==> src/hw/rtl/tss_pkg.sv <==
// shared types, constants and the default schedule function for the slot schedule table
package tss_pkg;

  localparam int unsigned SLOTFRAME_LENGTH = 9;
  localparam int unsigned IDX_W = $clog2(SLOTFRAME_LENGTH);
  localparam int unsigned SLOT_W = 40;
  localparam int unsigned DIGIT_W = 8;
  localparam int unsigned MOD_STEPS = SLOT_W / DIGIT_W;
  localparam int unsigned STEP_W = $clog2(MOD_STEPS);
  localparam int unsigned ADDR_W = 64;
  localparam int unsigned CNT_W = 8;
  localparam int unsigned ID_W = 8;

  localparam logic [ADDR_W-1:0] ADDR_PREFIX = 64'h1415_9209_022B_0000;
  localparam logic [ADDR_W-1:0] ADDR_BROADCAST = 64'hFFFF_FFFF_FFFF_FFFF;
  localparam logic [CNT_W-1:0] COUNT_MAX = 8'hFF;

  localparam logic [ID_W-1:0] OWN_ID_RST = 8'h00;
  localparam logic [ID_W-1:0] MASTER_ID_RST = 8'h01;
  localparam logic [ID_W-1:0] SLAVE_ID_RST = 8'h02;
  localparam logic SCHED_MASTER_RST = (OWN_ID_RST == MASTER_ID_RST);
  localparam logic [ID_W-1:0] SCHED_PEER_RST = SCHED_MASTER_RST ? SLAVE_ID_RST : MASTER_ID_RST;

  typedef enum logic [1:0] {
    CMD_LOOKUP = 2'd0,
    CMD_REPORT = 2'd1,
    CMD_RELOAD = 2'd2
  } cmd_e;

  typedef enum logic [1:0] {
    CFG_OWN_ID    = 2'd0,
    CFG_MASTER_ID = 2'd1,
    CFG_SLAVE_ID  = 2'd2
  } cfg_idx_e;

  typedef enum logic [2:0] {
    KIND_OFF      = 3'd0,
    KIND_ADV      = 3'd1,
    KIND_TX       = 3'd2,
    KIND_RX       = 3'd3,
    KIND_SERIALRX = 3'd4
  } kind_e;

  typedef enum logic [1:0] {
    ST_IDLE,
    ST_MOD,
    ST_EXEC
  } state_e;

  typedef struct packed {
    cmd_e              command;
    logic [SLOT_W-1:0] slot_number;
    logic              ack_received;
  } item_t;

  typedef struct packed {
    kind_e             cell_kind;
    logic [3:0]        channel_offset;
    logic              neighbor_kind;
    logic [ADDR_W-1:0] neighbor_address;
    logic [CNT_W-1:0]  uses_count;
    logic [CNT_W-1:0]  acked_count;
    logic [SLOT_W-1:0] last_used_slot;
  } result_t;

  typedef struct packed {
    kind_e             kind;
    logic              nb_kind;
    logic [ADDR_W-1:0] nb_addr;
  } cell_t;

  typedef struct packed {
    logic load;
    logic mod_step;
    logic exec;
  } ctrl_cmd_t;

  // default schedule cell for a given index and schedule snapshot
  function automatic cell_t cell_lookup(logic [IDX_W-1:0] idx, logic is_master,
                                        logic [ID_W-1:0] peer, logic [ID_W-1:0] slave);
    cell_t c;
    c.kind    = KIND_OFF;
    c.nb_kind = 1'b0;
    c.nb_addr = '0;
    case (idx)
      IDX_W'(0): begin
        c.kind = KIND_ADV;
      end
      IDX_W'(1): begin
        c.kind    = is_master ? KIND_TX : KIND_RX;
        c.nb_kind = 1'b1;
        c.nb_addr = {ADDR_PREFIX[ADDR_W-1:ID_W], peer};
      end
      IDX_W'(2): begin
        c.kind    = is_master ? KIND_RX : KIND_TX;
        c.nb_kind = 1'b1;
        c.nb_addr = {ADDR_PREFIX[ADDR_W-1:ID_W], peer};
      end
      IDX_W'(3): begin
        if (is_master) begin
          c.kind    = KIND_TX;
          c.nb_kind = 1'b1;
          c.nb_addr = {ADDR_PREFIX[ADDR_W-1:ID_W], slave};
        end
      end
      IDX_W'(4): begin
        if (is_master) begin
          c.kind    = KIND_RX;
          c.nb_kind = 1'b1;
          c.nb_addr = {ADDR_PREFIX[ADDR_W-1:ID_W], slave};
        end
      end
      IDX_W'(5): begin
        c.kind    = KIND_TX;
        c.nb_kind = 1'b1;
        c.nb_addr = ADDR_BROADCAST;
      end
      IDX_W'(6): begin
        c.kind = KIND_SERIALRX;
      end
      default: ;
    endcase
    return c;
  endfunction

endpackage

==> src/hw/rtl/tsch_slot_schedule_table_unit.sv <==
// top level of the slotframe schedule table: controller plus datapath
// done_o is registered from the update state, as the result is; the result is taken at its end
// a transaction runs through the accept cycle, the 5-step byte-serial slot remainder and the update;
// busy stays high until the update is written, and a new start is taken only while busy is low
// reset: registers return to own 0, master 1, slave 2; default schedule rebuilt, counts zero
// done_o is a one-cycle strobe, the receiver cannot stall it; cfg writes are always taken
module tsch_slot_schedule_table_unit
  import tss_pkg::*;
(
  input  logic            clk_i,
  input  logic            rst_ni,
  input  logic            start,
  output logic            busy,
  input  item_t           item_i,
  output logic            done_o,
  output result_t         result_o,
  input  logic            cfg_valid_i,
  output logic            cfg_ready_o,
  input  cfg_idx_e        cfg_index_i,
  input  logic [ID_W-1:0] cfg_data_i
);

  ctrl_cmd_t ctrl_cmd;

  assign cfg_ready_o = 1'b1;

  tss_ctrl u_ctrl (
    .clk_i  (clk_i),
    .rst_ni (rst_ni),
    .start  (start),
    .busy   (busy),
    .done_o (done_o),
    .cmd_o  (ctrl_cmd)
  );

  tss_datapath u_datapath (
    .clk_i       (clk_i),
    .rst_ni      (rst_ni),
    .cmd_i       (ctrl_cmd),
    .item_i      (item_i),
    .cfg_valid_i (cfg_valid_i),
    .cfg_index_i (cfg_index_i),
    .cfg_data_i  (cfg_data_i),
    .result_o    (result_o)
  );

endmodule

==> src/hw/rtl/tss_ctrl.sv <==
// controller state machine: sequences load, remainder steps and table update
module tss_ctrl
  import tss_pkg::*;
(
  input  logic      clk_i,
  input  logic      rst_ni,
  input  logic      start,
  output logic      busy,
  output logic      done_o,
  output ctrl_cmd_t cmd_o
);

  state_e            state_q, state_d;
  logic [STEP_W-1:0] step_q, step_d;
  logic              done_q, done_d;

  always_ff @(posedge clk_i or negedge rst_ni) begin
    if (!rst_ni) begin
      state_q <= ST_IDLE;
      step_q  <= '0;
      done_q  <= 1'b0;
    end else begin
      state_q <= state_d;
      step_q  <= step_d;
      done_q  <= done_d;
    end
  end

  always_comb begin
    state_d = state_q;
    step_d  = step_q;
    cmd_o   = '0;
    unique case (state_q)
      ST_IDLE: begin
        if (start) begin
          cmd_o.load = 1'b1;
          step_d     = '0;
          state_d    = ST_MOD;
        end
      end
      ST_MOD: begin
        cmd_o.mod_step = 1'b1;
        if (step_q == STEP_W'(MOD_STEPS - 1)) begin
          state_d = ST_EXEC;
        end else begin
          step_d = step_q + 1'b1;
        end
      end
      ST_EXEC: begin
        cmd_o.exec = 1'b1;
        state_d    = ST_IDLE;
      end
      default: begin
        state_d = ST_IDLE;
      end
    endcase
    done_d = cmd_o.exec;
  end

  assign busy   = (state_q != ST_IDLE);
  assign done_o = done_q;

endmodule

==> src/hw/rtl/tss_datapath.sv <==
// datapath: config registers, byte-serial slot remainder, cell statistics and result register
module tss_datapath
  import tss_pkg::*;
(
  input  logic            clk_i,
  input  logic            rst_ni,
  input  ctrl_cmd_t       cmd_i,
  input  item_t           item_i,
  input  logic            cfg_valid_i,
  input  cfg_idx_e        cfg_index_i,
  input  logic [ID_W-1:0] cfg_data_i,
  output result_t         result_o
);

  logic [ID_W-1:0] own_q, master_q, slave_q;
  logic            sched_master_q, sched_master_d;
  logic [ID_W-1:0] sched_peer_q, sched_peer_d;
  logic [ID_W-1:0] sched_slave_q, sched_slave_d;

  cmd_e              cmd_q;
  logic              ack_q;
  logic [SLOT_W-1:0] slot_q;
  logic [IDX_W-1:0]  rem_q, rem_step;

  logic [CNT_W-1:0]  use_q [SLOTFRAME_LENGTH];
  logic [CNT_W-1:0]  ack_cnt_q [SLOTFRAME_LENGTH];
  logic [SLOT_W-1:0] last_q [SLOTFRAME_LENGTH];

  logic [CNT_W-1:0]  upd_use, upd_ack;
  logic [SLOT_W-1:0] upd_last;
  logic              new_master;
  cell_t             sched_cell;
  result_t           result_q, result_d;

  // config writes
  always_ff @(posedge clk_i or negedge rst_ni) begin
    if (!rst_ni) begin
      own_q    <= OWN_ID_RST;
      master_q <= MASTER_ID_RST;
      slave_q  <= SLAVE_ID_RST;
    end else if (cfg_valid_i) begin
      unique case (cfg_index_i)
        CFG_OWN_ID:    own_q    <= cfg_data_i;
        CFG_MASTER_ID: master_q <= cfg_data_i;
        CFG_SLAVE_ID:  slave_q  <= cfg_data_i;
        default: ;
      endcase
    end
  end

  // one byte of the slot number per step, msb first: r = (2r + bit) mod length
  always_comb begin
    logic [IDX_W:0] r;
    r = {1'b0, rem_q};
    for (int b = 0; b < DIGIT_W; b++) begin
      r = {r[IDX_W-1:0], slot_q[SLOT_W-1-b]};
      if (r >= (IDX_W+1)'(SLOTFRAME_LENGTH)) begin
        r = r - (IDX_W+1)'(SLOTFRAME_LENGTH);
      end
    end
    rem_step = r[IDX_W-1:0];
  end

  // slot register rotates a byte per step, so it holds the original value again at the end
  always_ff @(posedge clk_i) begin
    if (cmd_i.load) begin
      cmd_q  <= item_i.command;
      ack_q  <= item_i.ack_received;
      slot_q <= item_i.slot_number;
      rem_q  <= '0;
    end else if (cmd_i.mod_step) begin
      slot_q <= {slot_q[SLOT_W-DIGIT_W-1:0], slot_q[SLOT_W-1 -: DIGIT_W]};
      rem_q  <= rem_step;
    end
  end

  assign new_master = (own_q == master_q);

  always_comb begin
    sched_master_d = sched_master_q;
    sched_peer_d   = sched_peer_q;
    sched_slave_d  = sched_slave_q;
    upd_use        = use_q[rem_q];
    upd_ack        = ack_cnt_q[rem_q];
    upd_last       = last_q[rem_q];
    case (cmd_q)
      CMD_RELOAD: begin
        sched_master_d = new_master;
        sched_peer_d   = new_master ? slave_q : master_q;
        sched_slave_d  = slave_q;
        upd_use        = '0;
        upd_ack        = '0;
        upd_last       = '0;
      end
      CMD_REPORT: begin
        // saturating use count: halve both counts first
        if (upd_use == COUNT_MAX) begin
          upd_use = upd_use >> 1;
          upd_ack = upd_ack >> 1;
        end
        upd_use = upd_use + 1'b1;
        if (ack_q) begin
          upd_ack = upd_ack + 1'b1;
        end
        upd_last = slot_q;
      end
      default: ;
    endcase
    sched_cell = cell_lookup(rem_q, sched_master_d, sched_peer_d, sched_slave_d);
    result_d.cell_kind        = sched_cell.kind;
    result_d.channel_offset   = '0;
    result_d.neighbor_kind    = sched_cell.nb_kind;
    result_d.neighbor_address = sched_cell.nb_addr;
    result_d.uses_count       = upd_use;
    result_d.acked_count      = upd_ack;
    result_d.last_used_slot   = upd_last;
  end

  always_ff @(posedge clk_i or negedge rst_ni) begin
    if (!rst_ni) begin
      sched_master_q <= SCHED_MASTER_RST;
      sched_peer_q   <= SCHED_PEER_RST;
      sched_slave_q  <= SLAVE_ID_RST;
    end else if (cmd_i.exec) begin
      sched_master_q <= sched_master_d;
      sched_peer_q   <= sched_peer_d;
      sched_slave_q  <= sched_slave_d;
    end
  end

  always_ff @(posedge clk_i or negedge rst_ni) begin
    if (!rst_ni) begin
      for (int i = 0; i < SLOTFRAME_LENGTH; i++) begin
        use_q[i]     <= '0;
        ack_cnt_q[i] <= '0;
        last_q[i]    <= '0;
      end
    end else if (cmd_i.exec) begin
      if (cmd_q == CMD_RELOAD) begin
        for (int i = 0; i < SLOTFRAME_LENGTH; i++) begin
          use_q[i]     <= '0;
          ack_cnt_q[i] <= '0;
          last_q[i]    <= '0;
        end
      end else begin
        use_q[rem_q]     <= upd_use;
        ack_cnt_q[rem_q] <= upd_ack;
        last_q[rem_q]    <= upd_last;
      end
    end
  end

  always_ff @(posedge clk_i) begin
    if (cmd_i.exec) begin
      result_q <= result_d;
    end
  end

  assign result_o = result_q;

endmodule

==> config.mk <==
export PLATFORM = sky130hd
export DESIGN_NAME = tsch_slot_schedule_table_unit
export DESIGN_NICKNAME = d
export VERILOG_FILES = /design/src/hw/rtl/tss_pkg.sv /design/src/hw/rtl/tsch_slot_schedule_table_unit.sv /design/src/hw/rtl/tss_ctrl.sv /design/src/hw/rtl/tss_datapath.sv
export SDC_FILE = /design/constraint.sdc
export NUM_CORES = 1
export LEC_CHECK = 0
export BUFFER_PORTS_ARGS = -buffer_cell sky130_fd_sc_hd__buf_2
export CORE_MARGIN = 5
export CORE_UTILIZATION = 31
export DETAILED_ROUTE_END_ITERATION = 12
export PLACE_DENSITY = 0.47
export SLEW_MARGIN = 10
export SYNTH_ARGS = -nofsm -noshare
export SYNTH_HDL_FRONTEND = slang
export SYNTH_SLANG_ARGS = --single-unit
==> constraint.sdc <==
create_clock -name clk_i -period 12.7 [get_ports clk_i]
set_input_delay 1.27 -clock clk_i [delete_from_list [all_inputs] [get_ports clk_i]]
set_output_delay 1.27 -clock clk_i [all_outputs]
set_load 0.005 [all_outputs]
==> results.sh <==
export IMPL_syn_area_per_cell_um2=10.9
export IMPL_critPathMaxFanout=51
export IMPL_dr_pass1_iters=6
export IMPL_post_cts_resized=0
export IMPL_cp_top_family="simple AND/OR/NAND/NOR gates"
export IMPL_finalHoldViolations=0
export IMPL_die_w_um=325
export IMPL_syn_instance_count=2821
export IMPL_die_area_um2=106000
export IMPL_first_global_vias=23401
export IMPL_grt_start_max_net_pins=160
export IMPL_finalClockSkew_ns=0.0285
export IMPL_nets=2924
export IMPL_ys_types=90
export IMPL_critPathMaxStageDelay_ns=0.75
export IMPL_required_ns=13.26
export IMPL_area_delta_synth_final_pct=14.2
export IMPL_h_tree_depth=3
export IMPL_post_cts_buffers=0
export IMPL_cap_violations=0
export IMPL_cp_num_cells=18
export IMPL_grt_use_total_pct=18.9
export IMPL_yosysWarningCount=0
export IMPL_finalPower_mw=7.49
export IMPL_synth_compound_area_share_pct=14.9
export IMPL_max_freq_ghz=0.150
export IMPL_insertion_delay_ns=0.64
export IMPL_slew_violations=0
export IMPL_crit_arrival_ns=7.20
export IMPL_met1_length_mm=45.1
export IMPL_r2r_slack_ns=6.05
export IMPL_min_delay_path_depth=2
export IMPL_final_setup_viol_count=0
export IMPL_synth_xor_area_share_pct=0.398
export IMPL_synth_mux_area_fraction_pct=12.6
export IMPL_post_dp_hpwl_mm=58.3
export IMPL_clockBufferDepth=3
export IMPL_clock_sinks=667
export IMPL_root_buffer="clkbuf_16"
export IMPL_synth_top_family_by_area="compound AO/OA/AOI/OAI gates"
export IMPL_drtAntennaViolNets=0
export IMPL_start_util_pct=31.3
export IMPL_power_leakage_nw=15.3
export IMPL_wl_per_cell_um=24.3
export IMPL_cts_hold_buf=0
export IMPL_yosys_register_bits=667
export IMPL_finalCriticalPeriod_ns=6.65
export IMPL_drc_errors=0
export IMPL_gp_congestion=0.837
export IMPL_relSlewSlack_pct=21.4
export IMPL_die_h_um=325
export IMPL_powerDensity_nw_per_um2=213
export IMPL_worstReg2RegStart="u_datapath.rem_q[3]$_SDFFE_PP0P_"
export IMPL_synth_edf_count=112
export IMPL_path_cells="buf_4, nor4_1, or3_1, a31oi_1, o21ai_0, o21ai_0, nand2_1, ha_1, or4_4, o211a_4, or3b_4, nand3_1, nand4b_1, nand4_1, nor3_1, mux2_4, or4_1, nand3_1"
export IMPL_grt_pass1_wl_mm=154
export IMPL_final_core_util_pct=35.7
export IMPL_cp_num_buf_inv=1
export IMPL_vias_per_cell=5.47
export IMPL_num_antenna_cells=0
export IMPL_hold_end="u_datapath.last_q[209]$_DFFE_PN0P_"
export IMPL_highest_layer="met4"
export IMPL_layout_worst_path_cycle_share_pct=52.3
export IMPL_grt_overflow_total=0
export IMPL_coreArea_um2=98400
export IMPL_setup_tns_ns=0
export IMPL_clk_pin_slew_ns=0.06
export IMPL_worst_pin_slew_ns=1.17
export IMPL_critPathLaunchType="flop"
export IMPL_ios=188
export IMPL_async_flop_share_pct=82.6
export IMPL_critPathKind="reg2reg"
export IMPL_setup_worst_path_end_class="flop"
export IMPL_route_met3_wl_mm=5.90
export IMPL_rsz0062_at_grt="no"
export IMPL_first_iter_violations=2246
export IMPL_r2r_end="u_datapath.rem_q[0]$_SDFFE_PP0P_"
export IMPL_synth_simple_area_share_pct=10.6
export IMPL_layout_drive_gt1_share_pct=19.2
export IMPL_ir_drop_mv=0.172
export IMPL_floorplan_rows=115
export IMPL_worstHoldStart="u_datapath.last_q[209]$_DFFE_PN0P_"
export IMPL_antenna_found_initial=2
export IMPL_syn_cell_area_um2=30800
export IMPL_portBuffers=182
export IMPL_crit_slowest_cell="dfxtp_2"
export IMPL_via_count=23011
export IMPL_reg2regPathDepth=18
export IMPL_cts_inserted_buffers=79
export IMPL_cts_tree="done"
export IMPL_routed_wl_mm=102
export IMPL_synthAdderAreaFrac_pct=0.447
export IMPL_status="complete, no violations"
export IMPL_ys_flop_type="dfrtp_1"
export IMPL_yosysSeqAreaShare_pct=56.0
export IMPL_min_path_type="reg2reg"
export IMPL_wl_met2_mm=49.1
==> worst reg2reg max path, delay by kind of cell, from the launching register on <==
kind	cells	cell delay, ns
mux	1	0.37
compound gates	4	1.07
simple gates	11	3.50
flops	1	0.75
buf+inv	1	0.67
fa+ha+maj	1	0.22
==> cell usage after synthesis, types with 8 or more instances <==
cell type | n | area share (%)
mux2_2 | 50 | 1.8
nor2b_1 | 8 | 0.16
nor3_1 | 18 | 0.29
edfxtp_1 | 112 | 11
o21ai_0 | 521 | 8.5
a22oi_1 | 45 | 1.1
buf_1 | 24 | 0.29
xnor2_1 | 12 | 0.34
mux2i_1 | 71 | 2.3
clkbuf_1 | 169 | 2.1
mux4_2 | 112 | 8.2
buf_2 | 9 | 0.15
a221o_1 | 10 | 0.33
nand2_1 | 630 | 7.7
nand3_1 | 20 | 0.33
a22o_1 | 91 | 2.6
ha_1 | 11 | 0.45
inv_1 | 63 | 0.77
dfrtp_1 | 547 | 44
o31ai_1 | 8 | 0.20
nand4_1 | 8 | 0.16
a21oi_1 | 26 | 0.42
nor2_1 | 42 | 0.51
buf_4 | 64 | 1.6
==> state kept, by name (all words and copies together) (netlist names), 40 cells and up <==
name	flops
u_datapath.slot_q	40
u_datapath.last_q	360
u_datapath.result_o	69
u_datapath.ack_cnt_q	72
u_datapath.use_q	72
==> logic make-up (layout without fill, tap and decap cells) <==
family,Yosys count,after routing
AO/OA/AOI/OAI,769,769
XOR/XNOR,14,14
adder cells (fa/ha/maj),11,11
buffers and inverters,335,431
flip-flops,667,667
multiplexers,237,237
other,2,5
AND/OR/NAND/NOR,786,786
==> metrics by stage <==
step / hold WS (ns) / area (um2) / setup slack (ns) / std cells
floorplan: 0.445 / 30800 / 7.67 / 2824
global placement: 0.456 / 32500 / 6.48 / 4062
detailed placement: 0.465 / 32500 / 6.20 / 4062
CTS: 0.478 / 35100 / 6.19 / 4207
global route: 0.491 / 35100 / 5.76 / 4207
finish: 0.475 / 35100 / 6.05 / 4207
==> routing by layer <==
metal  up-vias  GRT usage, %
li1      10042             -
met1     12025          26.1
met2       811          31.3
met3       133          2.93
met4         0          4.59
met5         -             0
==> power by group <==
part           internal, mW  leakage (nW)  total, mW  switching (mW)
Combinational         0.923          5.27       2.52            1.60
Clock                  1.38          1.27       2.29           0.918
Sequential             2.43          8.73       2.68           0.243
==> cell usage in the layout (no fill, tap or decap), types with 8 or more instances in the layout <==
cell | synthesis | layout
dfrtp_1 | 547 | 547
nand3_1 | 20 | 20
nor2_1 | 42 | 42
mux4_2 | 112 | 112
xnor2_1 | 12 | 12
clkbuf_1 | 169 | 29
clkbuf_8 | 0 | 13
edfxtp_1 | 112 | 112
o21ai_0 | 521 | 512
ha_1 | 11 | 10
a22o_1 | 91 | 91
o21ai_4 | 0 | 9
a221o_1 | 10 | 10
clkbuf_16 | 0 | 81
o31ai_1 | 8 | 8
a22oi_1 | 45 | 45
nand2_1 | 630 | 620
mux2i_1 | 71 | 71
buf_2 | 9 | 181
nand4_1 | 8 | 8
nor3_1 | 18 | 14
buf_4 | 64 | 37
mux2_2 | 50 | 50
inv_1 | 63 | 63
a21oi_1 | 26 | 26
clkinv_2 | 0 | 8
==> worst max path at each step <==
stage,from,to,slack [ns]
floorplan,u_datapath.rem_q[0]$_SDFFE_PP0P_,u_datapath.rem_q[0]$_SDFFE_PP0P_,7.67
global placement,u_datapath.rem_q[3]$_SDFFE_PP0P_,u_datapath.rem_q[0]$_SDFFE_PP0P_,6.48
detailed placement,u_datapath.rem_q[3]$_SDFFE_PP0P_,u_datapath.rem_q[0]$_SDFFE_PP0P_,6.20
CTS,u_datapath.rem_q[3]$_SDFFE_PP0P_,u_datapath.rem_q[0]$_SDFFE_PP0P_,6.19
global route,u_datapath.rem_q[3]$_SDFFE_PP0P_,u_datapath.rem_q[1]$_SDFFE_PP0P_,5.76
finish,u_datapath.rem_q[3]$_SDFFE_PP0P_,u_datapath.rem_q[0]$_SDFFE_PP0P_,6.05
==> final cells by class <==
type                       count  area [um2]
fill                        9848       63300
timing repair buffer         220        1220
sequential                   667       17200
tap                         1287        1610
clock inverter                22         288
inverter                      66         250
multi-input combinational   1822       12200
clock buffer                 123        2310
No activity file was read; power rests on OpenSTA's default activity.
